--- config.mk ---
export PLATFORM = sky130hd
export DESIGN_NAME = line_buffer_pattern_search
export DESIGN_NICKNAME = d
export VERILOG_FILES = /design/src/rtl/core/lbps_pkg.sv /design/src/rtl/core/line_buffer_pattern_search.sv /design/src/rtl/core/lbps_front.sv /design/src/rtl/core/lbps_back.sv
export SDC_FILE = /design/constraint.sdc
export NUM_CORES = 2
export LEC_CHECK = 0
export ABC_CLOCK_PERIOD_IN_PS = 16000
export BUFFER_PORTS_ARGS = -buffer_cell sky130_fd_sc_hd__buf_2
export CORE_MARGIN = 4
export CORE_UTILIZATION = 50
export DETAILED_ROUTE_END_ITERATION = 8
export PLACE_DENSITY = 0.69
export SYNTH_ARGS = -nofsm -noshare
export SYNTH_HDL_FRONTEND = slang
export SYNTH_HIERARCHICAL = 1
export SYNTH_SLANG_ARGS = --single-unit
--- constraint.sdc ---
create_clock -name clk -period 16 [get_ports clk]
set_clock_uncertainty 0.15 [all_clocks]
set_input_delay 4.8 -clock clk [delete_from_list [all_inputs] [get_ports clk]]
set_output_delay 4.8 -clock clk [all_outputs]
set_load 0.1 [all_outputs]
--- src/rtl/core/lbps_pkg.sv ---
// ----------------------------------------------------------------------------
// lbps_pkg: shared types and codes for the line buffer pattern search
// Holds the request codes, the internal command word, the configuration
// register indexes and the configuration bundle.
// ----------------------------------------------------------------------------
package lbps_pkg;

	// Request codes on the input channel.
	localparam logic [1:0] REQ_BYTE   = 2'd0;
	localparam logic [1:0] REQ_EOL    = 2'd1;
	localparam logic [1:0] REQ_EOB    = 2'd2;
	localparam logic [1:0] REQ_UNUSED = 2'd3;

	// Configuration register indexes.
	localparam int CFG_IDX_W = 3;
	localparam logic [CFG_IDX_W-1:0] CFG_PAT_LEN  = 3'd0;
	localparam logic [CFG_IDX_W-1:0] CFG_PAT_W0   = 3'd1;
	localparam logic [CFG_IDX_W-1:0] CFG_PAT_W1   = 3'd2;
	localparam logic [CFG_IDX_W-1:0] CFG_PAT_W2   = 3'd3;
	localparam logic [CFG_IDX_W-1:0] CFG_PAT_W3   = 3'd4;
	localparam logic [CFG_IDX_W-1:0] CFG_CUR_LINE = 3'd5;
	localparam logic [CFG_IDX_W-1:0] CFG_CUR_BYTE = 3'd6;
	localparam logic [CFG_IDX_W-1:0] CFG_MODE     = 3'd7;

	localparam int CFG_DATA_W = 64;
	localparam int PL_W       = 6;
	localparam int PAT_BYTES  = 32;

	// Bits of the search mode register.
	localparam int MODE_BACK = 0;
	localparam int MODE_WRAP = 1;
	localparam int MODE_NEXT = 2;

	// Queue between the front and the back.
	localparam int Q_DEPTH = 4;
	localparam int Q_AW    = 2;
	localparam int Q_CW    = 3;

	typedef enum logic [1:0] {
		CMD_BYTE = 2'd0,
		CMD_EOL  = 2'd1,
		CMD_EOB  = 2'd2
	} cmd_kind_t;

	typedef struct packed {
		cmd_kind_t  kind;
		logic [7:0] data;
	} cmd_t;

	typedef struct packed {
		logic [PL_W-1:0]        pat_len;
		logic [3:0][63:0]       pat_words;
		logic [15:0]            start_line;
		logic [12:0]            start_col;
		logic [2:0]             mode;
	} cfg_t;

endpackage

--- src/rtl/core/line_buffer_pattern_search.sv ---
// ----------------------------------------------------------------------------
// line_buffer_pattern_search: streaming text search for a pattern in a line
// Top level: configuration registers, request intake and search engine.
// ----------------------------------------------------------------------------
// Text enters on the request channel (req_valid, req_stall, req_type,
// text_byte) one word per cycle unless stalled: text bytes, end-of-line marks
// and a final end-of-buffer mark. Each end of buffer produces one result word
// on the result channel (res_valid, res_stall, found, match_line, match_byte,
// overflow) and clears the stream state for the next buffer.
// The user must write the pattern, cursor and mode through cfg_we, cfg_index
// and cfg_data only while no buffer is in flight; the block does not enforce it.
// Throughput is one request word per cycle, set by the single window compare
// that checks a full pattern against the last bytes of the line each cycle,
// unless a stall holds it. A result is registered once its end-of-buffer word
// has passed the queue and the second-step flag. When the receiver stalls, the
// result is held in its output register and the engine keeps going until the
// next end of buffer meets it; then a four-entry queue behind the intake fills
// and req_stall rises. Reset clears config, queue, stream counters and flags.
// ----------------------------------------------------------------------------
module line_buffer_pattern_search #(
	parameter int PATTERN_MAX  = 32,
	parameter int LINE_LEN_MAX = 4096,
	parameter int LINES_MAX    = 65536
) (
	input  logic                               clk,
	input  logic                               arst_n,
	input  logic                               cfg_we,
	input  logic [lbps_pkg::CFG_IDX_W-1:0]     cfg_index,
	input  logic [lbps_pkg::CFG_DATA_W-1:0]    cfg_data,
	input  logic                               req_valid,
	output logic                               req_stall,
	input  logic [1:0]                         req_type,
	input  logic [7:0]                         text_byte,
	output logic                               res_valid,
	input  logic                               res_stall,
	output logic                               found,
	output logic [15:0]                        match_line,
	output logic [11:0]                        match_byte,
	output logic                               overflow
);
	import lbps_pkg::*;

	cfg_t cfg_q;
	logic head_valid;
	cmd_t head;
	logic pop;

	always_ff @(posedge clk or negedge arst_n) begin
		if (!arst_n) begin
			cfg_q <= '0;
		end else if (cfg_we) begin
			case (cfg_index)
				CFG_PAT_LEN:  cfg_q.pat_len      <= cfg_data[PL_W-1:0];
				CFG_PAT_W0:   cfg_q.pat_words[0] <= cfg_data;
				CFG_PAT_W1:   cfg_q.pat_words[1] <= cfg_data;
				CFG_PAT_W2:   cfg_q.pat_words[2] <= cfg_data;
				CFG_PAT_W3:   cfg_q.pat_words[3] <= cfg_data;
				CFG_CUR_LINE: cfg_q.start_line   <= cfg_data[15:0];
				CFG_CUR_BYTE: cfg_q.start_col    <= cfg_data[12:0];
				CFG_MODE:     cfg_q.mode         <= cfg_data[2:0];
				default: begin
				end
			endcase
		end
	end

	lbps_front u_front (
		.clk        (clk),
		.arst_n     (arst_n),
		.req_valid  (req_valid),
		.req_stall  (req_stall),
		.req_type   (req_type),
		.text_byte  (text_byte),
		.head_valid (head_valid),
		.head       (head),
		.pop        (pop)
	);

	lbps_back #(
		.PATTERN_MAX  (PATTERN_MAX),
		.LINE_LEN_MAX (LINE_LEN_MAX),
		.LINES_MAX    (LINES_MAX)
	) u_back (
		.clk        (clk),
		.arst_n     (arst_n),
		.cfg        (cfg_q),
		.head_valid (head_valid),
		.head       (head),
		.pop        (pop),
		.res_valid  (res_valid),
		.res_stall  (res_stall),
		.found      (found),
		.match_line (match_line),
		.match_byte (match_byte),
		.overflow   (overflow)
	);

endmodule

--- src/rtl/core/lbps_front.sv ---
// ----------------------------------------------------------------------------
// lbps_front: request intake and command queue
// Accepts request words, turns them into commands, drops unused codes and
// buffers the commands in a short queue ahead of the search engine.
// ----------------------------------------------------------------------------
module lbps_front (
	input  logic               clk,
	input  logic               arst_n,
	input  logic               req_valid,
	output logic               req_stall,
	input  logic [1:0]         req_type,
	input  logic [7:0]         text_byte,
	output logic               head_valid,
	output lbps_pkg::cmd_t     head,
	input  logic               pop
);
	import lbps_pkg::*;

	cmd_t            mem_q [Q_DEPTH];
	logic [Q_AW-1:0] wr_ptr_q;
	logic [Q_AW-1:0] rd_ptr_q;
	logic [Q_CW-1:0] count_q;
	cmd_t            cmd;
	logic            keep;
	logic            push;

	always_comb begin
		cmd.data = text_byte;
		keep     = 1'b1;
		case (req_type)
			REQ_BYTE: cmd.kind = CMD_BYTE;
			REQ_EOL:  cmd.kind = CMD_EOL;
			REQ_EOB:  cmd.kind = CMD_EOB;
			default: begin
				// An unused code is taken off the channel and has no effect.
				cmd.kind = CMD_BYTE;
				keep     = 1'b0;
			end
		endcase
	end

	assign req_stall  = (count_q == Q_CW'(Q_DEPTH));
	assign push       = req_valid && !req_stall && keep;
	assign head_valid = (count_q != '0);
	assign head       = mem_q[rd_ptr_q];

	always_ff @(posedge clk) begin
		if (push) begin
			mem_q[wr_ptr_q] <= cmd;
		end
	end

	always_ff @(posedge clk or negedge arst_n) begin
		if (!arst_n) begin
			wr_ptr_q <= '0;
			rd_ptr_q <= '0;
			count_q  <= '0;
		end else begin
			if (push) begin
				wr_ptr_q <= wr_ptr_q + Q_AW'(1);
			end
			if (pop) begin
				rd_ptr_q <= rd_ptr_q + Q_AW'(1);
			end
			if (push && !pop) begin
				count_q <= count_q + Q_CW'(1);
			end else if (pop && !push) begin
				count_q <= count_q - Q_CW'(1);
			end
		end
	end

endmodule

--- src/rtl/core/lbps_back.sv ---
// ----------------------------------------------------------------------------
// lbps_back: search engine
// First step shifts the byte window and tracks line position and count; the
// second step compares the window with the pattern, keeps the primary and
// fallback candidates and builds the result word at end of buffer.
// ----------------------------------------------------------------------------
module lbps_back #(
	parameter int PATTERN_MAX  = 32,
	parameter int LINE_LEN_MAX = 4096,
	parameter int LINES_MAX    = 65536
) (
	input  logic               clk,
	input  logic               arst_n,
	input  lbps_pkg::cfg_t     cfg,
	input  logic               head_valid,
	input  lbps_pkg::cmd_t     head,
	output logic               pop,
	output logic               res_valid,
	input  logic               res_stall,
	output logic               found,
	output logic [15:0]        match_line,
	output logic [11:0]        match_byte,
	output logic               overflow
);
	import lbps_pkg::*;

	localparam int POS_W  = $clog2(LINE_LEN_MAX + 1);
	localparam int LN_W   = $clog2(LINES_MAX);
	localparam int CMPL_W = (LN_W > 16) ? LN_W : 16;
	localparam int CMPP_W = (POS_W > 14) ? POS_W : 14;

	// Pattern aligned to the window, refreshed every cycle from the registers.
	logic [7:0]       pat_bytes [PAT_BYTES];
	logic [PL_W-1:0]  pl_clamp;
	logic [PL_W-1:0]  pl_q;
	logic [7:0]       al_d [PATTERN_MAX];
	logic             care_d [PATTERN_MAX];
	logic [7:0]       al_q [PATTERN_MAX];
	logic             care_q [PATTERN_MAX];
	logic [PL_W-1:0]  idx;

	logic [7:0]       window_q [PATTERN_MAX];
	logic [POS_W-1:0] pos_q;
	logic [LN_W-1:0]  line_q;
	logic             drop_q;
	logic             ovf_q;

	logic             s2_chk_s2;
	logic             s2_eob_s2;
	logic [POS_W-1:0] p1_s2;
	logic [LN_W-1:0]  line_s2;
	logic             ovf_s2;
	logic             cur_ok_s2;

	logic             prim_hit_q;
	logic [15:0]      prim_line_q;
	logic [11:0]      prim_off_q;
	logic             fb_hit_q;
	logic [15:0]      fb_line_q;
	logic [11:0]      fb_off_q;

	logic             res_valid_q;
	logic             found_q;
	logic [15:0]      match_line_q;
	logic [11:0]      match_byte_q;
	logic             overflow_q;

	logic             adv;
	logic             is_byte;
	logic             is_eob;
	logic             byte_ok;
	logic             len_ok;
	logic [CMPP_W-1:0] pos1_x;
	logic             win_eq;
	logic             hit;
	logic [CMPL_W-1:0] ln_x;
	logic [CMPL_W-1:0] cl_x;
	logic [CMPP_W-1:0] s_x;
	logic [CMPP_W-1:0] off_x;
	logic             fwd_ok;
	logic             bwd_ok;
	logic             f_prim;
	logic             f_fb;

	always_comb begin
		for (int j = 0; j < PAT_BYTES; j++) begin
			pat_bytes[j] = cfg.pat_words[j/8][8*(j%8) +: 8];
		end
	end

	assign pl_clamp = (cfg.pat_len > PL_W'(PATTERN_MAX)) ? PL_W'(PATTERN_MAX) : cfg.pat_len;

	// Window slot k holds the byte k places back, so it meets pattern byte
	// pl-1-k; slots at or beyond the length are ignored.
	always_comb begin
		idx = '0;
		for (int k = 0; k < PATTERN_MAX; k++) begin
			idx       = pl_clamp - PL_W'(1) - PL_W'(k);
			al_d[k]   = pat_bytes[idx[4:0]];
			care_d[k] = (PL_W'(k) < pl_clamp);
		end
	end

	always_ff @(posedge clk) begin
		for (int k = 0; k < PATTERN_MAX; k++) begin
			al_q[k]   <= al_d[k];
			care_q[k] <= care_d[k];
		end
	end

	// The back holds only when a result waits for a busy receiver.
	assign adv     = !(s2_eob_s2 && res_valid_q && res_stall);
	assign pop     = head_valid && adv;
	assign is_byte = (head.kind == CMD_BYTE);
	assign is_eob  = (head.kind == CMD_EOB);
	assign byte_ok = !drop_q && (pos_q < POS_W'(LINE_LEN_MAX));
	assign pos1_x  = CMPP_W'(pos_q) + CMPP_W'(1);
	assign len_ok  = (pl_q != '0) && (pos1_x >= CMPP_W'(pl_q));

	always_ff @(posedge clk) begin
		if (pop && is_byte && byte_ok) begin
			for (int k = PATTERN_MAX - 1; k > 0; k--) begin
				window_q[k] <= window_q[k-1];
			end
			window_q[0] <= head.data;
		end
	end

	always_ff @(posedge clk or negedge arst_n) begin
		if (!arst_n) begin
			pl_q      <= '0;
			pos_q     <= '0;
			line_q    <= '0;
			drop_q    <= 1'b0;
			ovf_q     <= 1'b0;
			s2_chk_s2 <= 1'b0;
			s2_eob_s2 <= 1'b0;
		end else begin
			pl_q <= pl_clamp;
			if (adv) begin
				s2_chk_s2 <= pop && is_byte && byte_ok && len_ok;
				s2_eob_s2 <= pop && is_eob;
			end
			if (pop) begin
				case (head.kind)
					CMD_BYTE: begin
						if (!drop_q) begin
							if (pos_q >= POS_W'(LINE_LEN_MAX)) begin
								ovf_q <= 1'b1;
							end else begin
								pos_q <= pos_q + POS_W'(1);
							end
						end
					end
					CMD_EOL: begin
						if (!drop_q) begin
							if (line_q >= LN_W'(LINES_MAX - 1)) begin
								// Line count is full: the rest of the buffer is ignored.
								ovf_q  <= 1'b1;
								drop_q <= 1'b1;
							end else begin
								line_q <= line_q + LN_W'(1);
								pos_q  <= '0;
							end
						end
					end
					CMD_EOB: begin
						pos_q  <= '0;
						line_q <= '0;
						drop_q <= 1'b0;
						ovf_q  <= 1'b0;
					end
					default: begin
					end
				endcase
			end
		end
	end

	always_ff @(posedge clk) begin
		if (adv) begin
			p1_s2     <= POS_W'(pos1_x);
			line_s2   <= line_q;
			ovf_s2    <= ovf_q;
			cur_ok_s2 <= (CMPL_W'(cfg.start_line) <= CMPL_W'(line_q));
		end
	end

	always_comb begin
		win_eq = 1'b1;
		for (int k = 0; k < PATTERN_MAX; k++) begin
			if (care_q[k] && (window_q[k] != al_q[k])) begin
				win_eq = 1'b0;
			end
		end
	end

	assign hit    = s2_chk_s2 && win_eq;
	assign ln_x   = CMPL_W'(line_s2);
	assign cl_x   = CMPL_W'(cfg.start_line);
	assign s_x    = CMPP_W'(p1_s2) - CMPP_W'(pl_q);
	assign off_x  = CMPP_W'(cfg.start_col) + (cfg.mode[MODE_NEXT] ? CMPP_W'(pl_q) : '0);
	assign fwd_ok = ((ln_x == cl_x) && (s_x >= off_x)) || (ln_x > cl_x);
	// A backward match must end at or before the cursor byte.
	assign bwd_ok = ((ln_x == cl_x) && (CMPP_W'(p1_s2) <= CMPP_W'(cfg.start_col)))
		|| (ln_x < cl_x);

	always_ff @(posedge clk or negedge arst_n) begin
		if (!arst_n) begin
			prim_hit_q  <= 1'b0;
			fb_hit_q    <= 1'b0;
			res_valid_q <= 1'b0;
		end else begin
			if (s2_eob_s2 && adv) begin
				prim_hit_q <= 1'b0;
				fb_hit_q   <= 1'b0;
			end else if (hit) begin
				if (cfg.mode[MODE_BACK] ? bwd_ok : fwd_ok) begin
					prim_hit_q <= 1'b1;
				end
				fb_hit_q <= 1'b1;
			end
			if (s2_eob_s2 && adv) begin
				res_valid_q <= 1'b1;
			end else if (!res_stall) begin
				res_valid_q <= 1'b0;
			end
		end
	end

	always_ff @(posedge clk) begin
		if (hit) begin
			if (cfg.mode[MODE_BACK]) begin
				if (bwd_ok) begin
					prim_line_q <= ln_x[15:0];
					prim_off_q  <= s_x[11:0];
				end
				fb_line_q <= ln_x[15:0];
				fb_off_q  <= s_x[11:0];
			end else begin
				if (!prim_hit_q && fwd_ok) begin
					prim_line_q <= ln_x[15:0];
					prim_off_q  <= s_x[11:0];
				end
				if (!fb_hit_q) begin
					fb_line_q <= ln_x[15:0];
					fb_off_q  <= s_x[11:0];
				end
			end
		end
	end

	assign f_prim = cur_ok_s2 && prim_hit_q;
	assign f_fb   = cur_ok_s2 && !prim_hit_q && cfg.mode[MODE_WRAP] && fb_hit_q;

	always_ff @(posedge clk) begin
		if (s2_eob_s2 && adv) begin
			found_q    <= f_prim || f_fb;
			overflow_q <= ovf_s2;
			if (f_prim) begin
				match_line_q <= prim_line_q;
				match_byte_q <= prim_off_q;
			end else if (f_fb) begin
				match_line_q <= fb_line_q;
				match_byte_q <= fb_off_q;
			end else begin
				match_line_q <= '0;
				match_byte_q <= '0;
			end
		end
	end

	assign res_valid  = res_valid_q;
	assign found      = found_q;
	assign match_line = match_line_q;
	assign match_byte = match_byte_q;
	assign overflow   = overflow_q;

endmodule

**After elaboration in Yosys (flattened, before gate mapping)**

Memories as Yosys holds them, arrays and structs flattened.
Cells that the tools add are included.

- Word-level logic and storage cells: 504
- Bits of input ports: 82
- Output and inout port bits: 32
- Flip-flop bits (word level): 460
- Memories kept: 4
- Memory bits (writable): 584

- Magnitude comparators: 74
- Eq/ne operators: 54
- Bitwise gates (word level): 32
- Muxes and demuxes: 176
- Reduce and logical (&&, ||, !) cells: 90
- Add/subtract/negate cells: 41

Memory list:

| name | depth | width | rd ports | clocked after memory_dff | wr ports | RTL line | source |
|---|---|---|---|---|---|---|---|
| u_back.al_q | 32 | 8 | 32 | 0 | 32 | lbps_back.sv:38 | `logic [7:0] al_q [PATTERN_MAX];` |
| u_back.window_q | 32 | 8 | 32 | 0 | 32 | lbps_back.sv:42 | `logic [7:0] window_q [PATTERN_MAX];` |
| u_front.mem_q | 4 | 10 | 1 | 0 | 1 | lbps_front.sv:19 | `cmd_t mem_q [Q_DEPTH];` |
| u_back.care_q | 32 | 1 | 32 | 0 | 32 | lbps_back.sv:39 | `logic care_q [PATTERN_MAX];` |

Operator list:

| kind | number |
|---|---|
| $bmux W8 S5 | 32 |
| $mux W8 | 64 |
| $ne A8 B8 Y1 | 32 |
| $ge A6 B6 Y1 const B | 32 |
| $not A5 Y6 | 32 |
| $mux W16 | 9 |
| $lt A5 B6 Y1 const A | 16 |
| $mux W12 | 7 |
| $sub A5 B5 Y5 const B | 16 |
| $logic_and A1 B1 Y1 | 54 |
| $mux W13 | 4 |
| $mux W1 | 51 |
| $lt A4 B6 Y1 const A | 8 |
| $sub A5 B4 Y5 const B | 8 |
| $pmux W13 S3 | 1 |
| $pmux W16 S2 | 1 |
| $lt A3 B6 Y1 const A | 4 |
| $reduce_and A2 Y1 | 11 |
| $sub A5 B3 Y5 const B | 4 |
| $add A16 B1 Y16 const B | 1 |
| $eq A16 B16 Y1 | 1 |
| $ge A16 B16 Y1 const B | 1 |
| $gt A16 B16 Y1 | 1 |
| $le A16 B16 Y1 | 1 |
| 41 further kinds | 76 |

**Depth between registers and ports, before layout**

An unclocked memory read counts as a cell.

- Word-level depth: 38
- Mapped depth: 19
- Mapped depth without buffers: 19

**Cells and area by module**

Netlist, hierarchy kept.

By module, submodules not included:

| module | cells an instance | instances | seq. area each (µm²) | area each (µm²) |
|---|---|---|---|---|
| lbps_back | 3171 | 1 | 18017.3 | 39411.5 |
| line_buffer_pattern_search | 628 | 1 | 7357.1 | 11543.6 |
| lbps_front | 89 | 1 | 1376.3 | 1905.6 |

**Worst setup path before layout**

Ideal clock, no wire load.

- Path kind: input -> register
- Start: in res_stall
- End: reg u_back.s2_chk_s2
- Data required time: 15.736 ns
- Library setup time: 0.114 ns
- Arrival time: 12.466 ns
- Buffers on the path: 0
- Path slack: 3.270 ns
- Cell stages on the path: 6
- Cell sequence: nand3_1 -> nand2_1 -> inv_1 -> and4_1 -> o31ai_1 -> o22ai_1

- Cells in the longest elaborated chain, start to end: 6

Ends and longest elaborated chain:

| element | RTL line | source |
|---|---|---|
| start: declaration | line_buffer_pattern_search.sv:35 | `input logic res_stall,` |
| $logic_and A1 B1 Y1 | lbps_back.sv:112 | `assign adv = !(s2_eob_s2 && res_valid_q && res_stall);` |
| $logic_not A1 Y1 | lbps_back.sv:112 |  |
| $logic_and A1 B1 Y1 | lbps_back.sv:113 | `assign pop = head_valid && adv;` |
| net pop | line_buffer_pattern_search.sv:46 | `logic pop;` |
| $logic_and A1 B1 Y1 (3 in series) | lbps_back.sv:141 | `s2_chk_s2 <= pop && is_byte && byte_ok && len_ok;` |
| end signal: assignment | lbps_back.sv:141 |  |
| end: declaration | lbps_back.sv:48 | `logic s2_chk_s2;` |

The timed path passes the listed nets, and every way through them passes these cells.
A chain may end at the register's enable or synchronous reset.

==> results by group <==
Placed design
  • Final HPWL DP: between 100,000 and 150,000 µm
  • Placer congestion estimate: roughly 0.99
  • Port buffer count: approximately 110
  • Placed insts: between 5,000 and 6,000

STA
  • Tmin final: approximately 8.1 ns
  • RSZ-0062 raised after global routing: no
  • Final hold vios: 0
  • Final setup viols: 0
  • Slew headroom: about a fifth
  • Setup TNS: 0 ns
  • Tcrit/Tclk final: roughly 50%
  • Slew of the pin with the lowest slew margin: roughly 1.2 ns
  • Slew Viols, Final: 0
  • Fmax: about 120 MHz

Clock network
  • TritonCTS clock tree: yes
  • Setup bufs post-CTS: 0
  • CTS Buf Count: around 110
  • CTS resizes: 0
  • Clk slew on worst S/H paths: approximately 0.06 ns
  • CTS root buffer: clkbuf_16
  • Post-CTS Hold Buffers: 0
  • Worst-Skew Late Latency: between 0.7 and 0.8 ns
  • H-tree depth: 3
  • CTS sink count: roughly 1,000
  • Maximum root-to-sink buffer count: 3

Global routing
  • First-pass GRT wire length: 232,000 µm
  • Overflow after GRT: 0
  • Initial antenna violation count: 37
  • GRT busiest layer: met2
  • GR Util met1: 42.5%
  • Pin count of the biggest net entering global routing: between 150 and 200
  • Met2 global-route usage: 42.8%
  • Vias in the first global route: 32,000
  • Grt met3 use: between 6 and 7%
  • Overall routing resource usage: between 20 and 30%

Setup path
  • Worst EP arrival: ~8.2 ns
  • Critical path fanouts, max: between 150 and 200
  • Critical Path, Cell by Cell: buf_2 -> nand3_2 -> buf_4 -> nand2_1 -> inv_1 -> and4_4 -> buf_4 -> buf_12
  • Critical path capture point type: flip-flop
  • Type of element launching the critical path: input pin
  • Reg2reg start: cfg_q[293]$_DFFE_PN0P_
  • Critical-path top delay cell: buf_4
  • Max incr delay on CP: between 0.8 and 0.9 ns
  • R2R depth: 13
  • Reg2reg setup slack: a little under 10 ns
  • Critical path's most frequent cell: buf_4
  • Setup CP Type: input pin to flip-flop
  • Req. time, crit path: around 16 ns
  • Reg2Reg Capture Point: u_back/al_q[1][91]$_DFF_P_

Synth
  • Syn avg cell area: approximately 14 µm²
  • Count of cell types in the netlist: 74
  • Synthesized Nets: roughly 4,100
  • Warning count from the yosys run: 6
  • Post-synth top flop: edfxtp_1
  • Netlist Area Pre-Place: about 0.053 mm²
  • #FFs+latches synth: 1,044
  • EDFF count, synth: around 410
  • Sequential area share after synthesis: between 50% and 60%
  • Synth Instances: around 3,900
  • Async set or reset register ratio after synthesis: 32.9%

Run status
  • Outcome: finished, final reports clean

Routing
  • Post-route ant nets: 0
  • Router iterations before antenna repair: 7
  • Routed wire per std cell: 30.2 µm
  • WL final: about 170,000 µm
  • Vias: approximately 33,000
  • Initial detailed-routing violation count: 4,061
  • Vias per cell: 6.06
  • DRC violations left: 0

Floorplanning
  • Initial Util: between 50% and 60%
  • DIE WIDTH: roughly 330 µm
  • IO Count: approximately 110
  • Full die area: between 0.1 and 0.15 mm²
  • Rows: between 100 and 150
  • Core region area: roughly 0.11 mm²
  • Die height: 333 µm

Layout
  • Area delta synth->final: 10.2%
  • Most frequent cells in the layout: mux2i_1, edfxtp_1, mux2_2
  • Fin nets: ~4,200
  • Share of layout cells above drive strength 1: 21.8%
  • Non-filler cells, final: between 5,000 and 6,000
  • Leading cell type in the layout, fill and taps excluded: mux2i_1

Run
  • Max-cap viol count: 0

Min path
  • Hold/Removal Path Class: flip-flop to flip-flop
  • WHS Path Cells: 0
  • Hold Path End: u_back/overflow$_DFFE_PP_
  • Min-delay src: u_back/ovf_s2$_DFFE_PN_
critical path: cells and delay by family:
| family | cells | cell delay (ns) |
|---|---|---|
| buffers and inverters | 5 | 2.58 |
| AND/OR/NAND/NOR | 3 | 0.54 |
sequential cells by signal, indices dropped and copies added, names as in the netlist, 32 cells and up:
register / count
u_back/window_q: 256
u_back/al_q: 256
cfg_q: 294
u_back/care_q: 32
u_front/mem_q: 40
synth_stat cells (all sizes together), types with 7 or more instances:
library cell / instances / area (µm²)
inv: 92 / 348
xor2: 17 / 156
clkbuf: 48 / 180
ha: 102 / 1280
o21a: 7 / 52.6
dfxtp: 288 / 5770
nand3: 19 / 95.1
edfxtp: 413 / 12400
mux4: 10 / 236
dfrtp: 343 / 8580
mux2: 553 / 6680
nand2b: 14 / 87.6
and2: 13 / 86.3
o21bai: 8 / 60.1
nor2: 36 / 135
nand4: 98 / 613
a22o: 28 / 245
nor2b: 11 / 68.8
buf: 140 / 920
nand2: 69 / 259
o31ai: 7 / 52.6
or3: 10 / 63.8
a21oi: 43 / 230
a21o: 23 / 173
o21ai: 68 / 348
mux2i: 1025 / 10300
nor3: 28 / 140
xnor2: 301 / 2700
o22ai: 11 / 68.8
metrics by stage:
step	utilization (%)	area [µm²]	hold WS [ns]	worst slack, ns
2_1_floorplan	-	52900	0.250	3.27
3_3_place_gp	52.0	54700	0.300	7.33
3_5_place_dp	52.0	54700	0.262	7.27
4_1_cts	55.4	58300	0.280	8.03
5_1_grt	55.4	58300	0.281	7.84
6_report	55.4	58300	0.285	7.93
area by class of cell:
cell class | count | area [µm²]
fillers | 8812 | 46900
inverters | 94 | 363
flip-flops and latches | 1044 | 26800
clock inverters | 44 | 489
clock buffers | 164 | 3100
well taps | 1391 | 1740
repair buffers | 170 | 1020
diodes | 2 | 5.00
multi-input cells | 2562 | 24800
kinds of logic (layout without fill, tap and decap cells):
kind of cell             after synthesis  in the layout  share of synthesized area, %
multiplexers                        1588           1588                          32.5
flip-flops                          1044           1044                          50.6
AND/OR/NAND/NOR                      332            332                          3.49
XOR/XNOR                             318            318                          5.40
buffers and inverters                282            472                          2.75
AO/OA/AOI/OAI                        219            219                          2.73
adder cells (fa/ha/maj)              105            105                          2.53
other                                  0              2                             0
routing by layer:
metal | share of wire, % | wire, µm
met4 | 3.5 | 5710
met2 | 43 | 70700
met5 | 0.030 | 49
met3 | 9.7 | 16000
met1 | 44 | 72800
how the worst max path moves through the flow:
stage / startpoint / endpoint / cells after the start / slack [ns]
floorplan: res_stall / u_back/s2_chk_s2$_DFFE_PN0N_ / 6 / 3.27
global placement: res_stall / u_back/window_q[0][0]$_DFFE_PP_ / 8 / 7.33
detailed placement: res_stall / u_back/window_q[0][0]$_DFFE_PP_ / 8 / 7.27
CTS: res_stall / u_back/window_q[0][0]$_DFFE_PP_ / 8 / 8.03
global route: res_stall / u_back/window_q[0][3]$_DFFE_PP_ / 8 / 7.84
finish: res_stall / u_back/window_q[0][7]$_DFFE_PP_ / 8 / 7.93
Power is left out: the tool's default activity adds up to more than one toggle a clock period on the data nets, which glitch-free logic cannot reach.
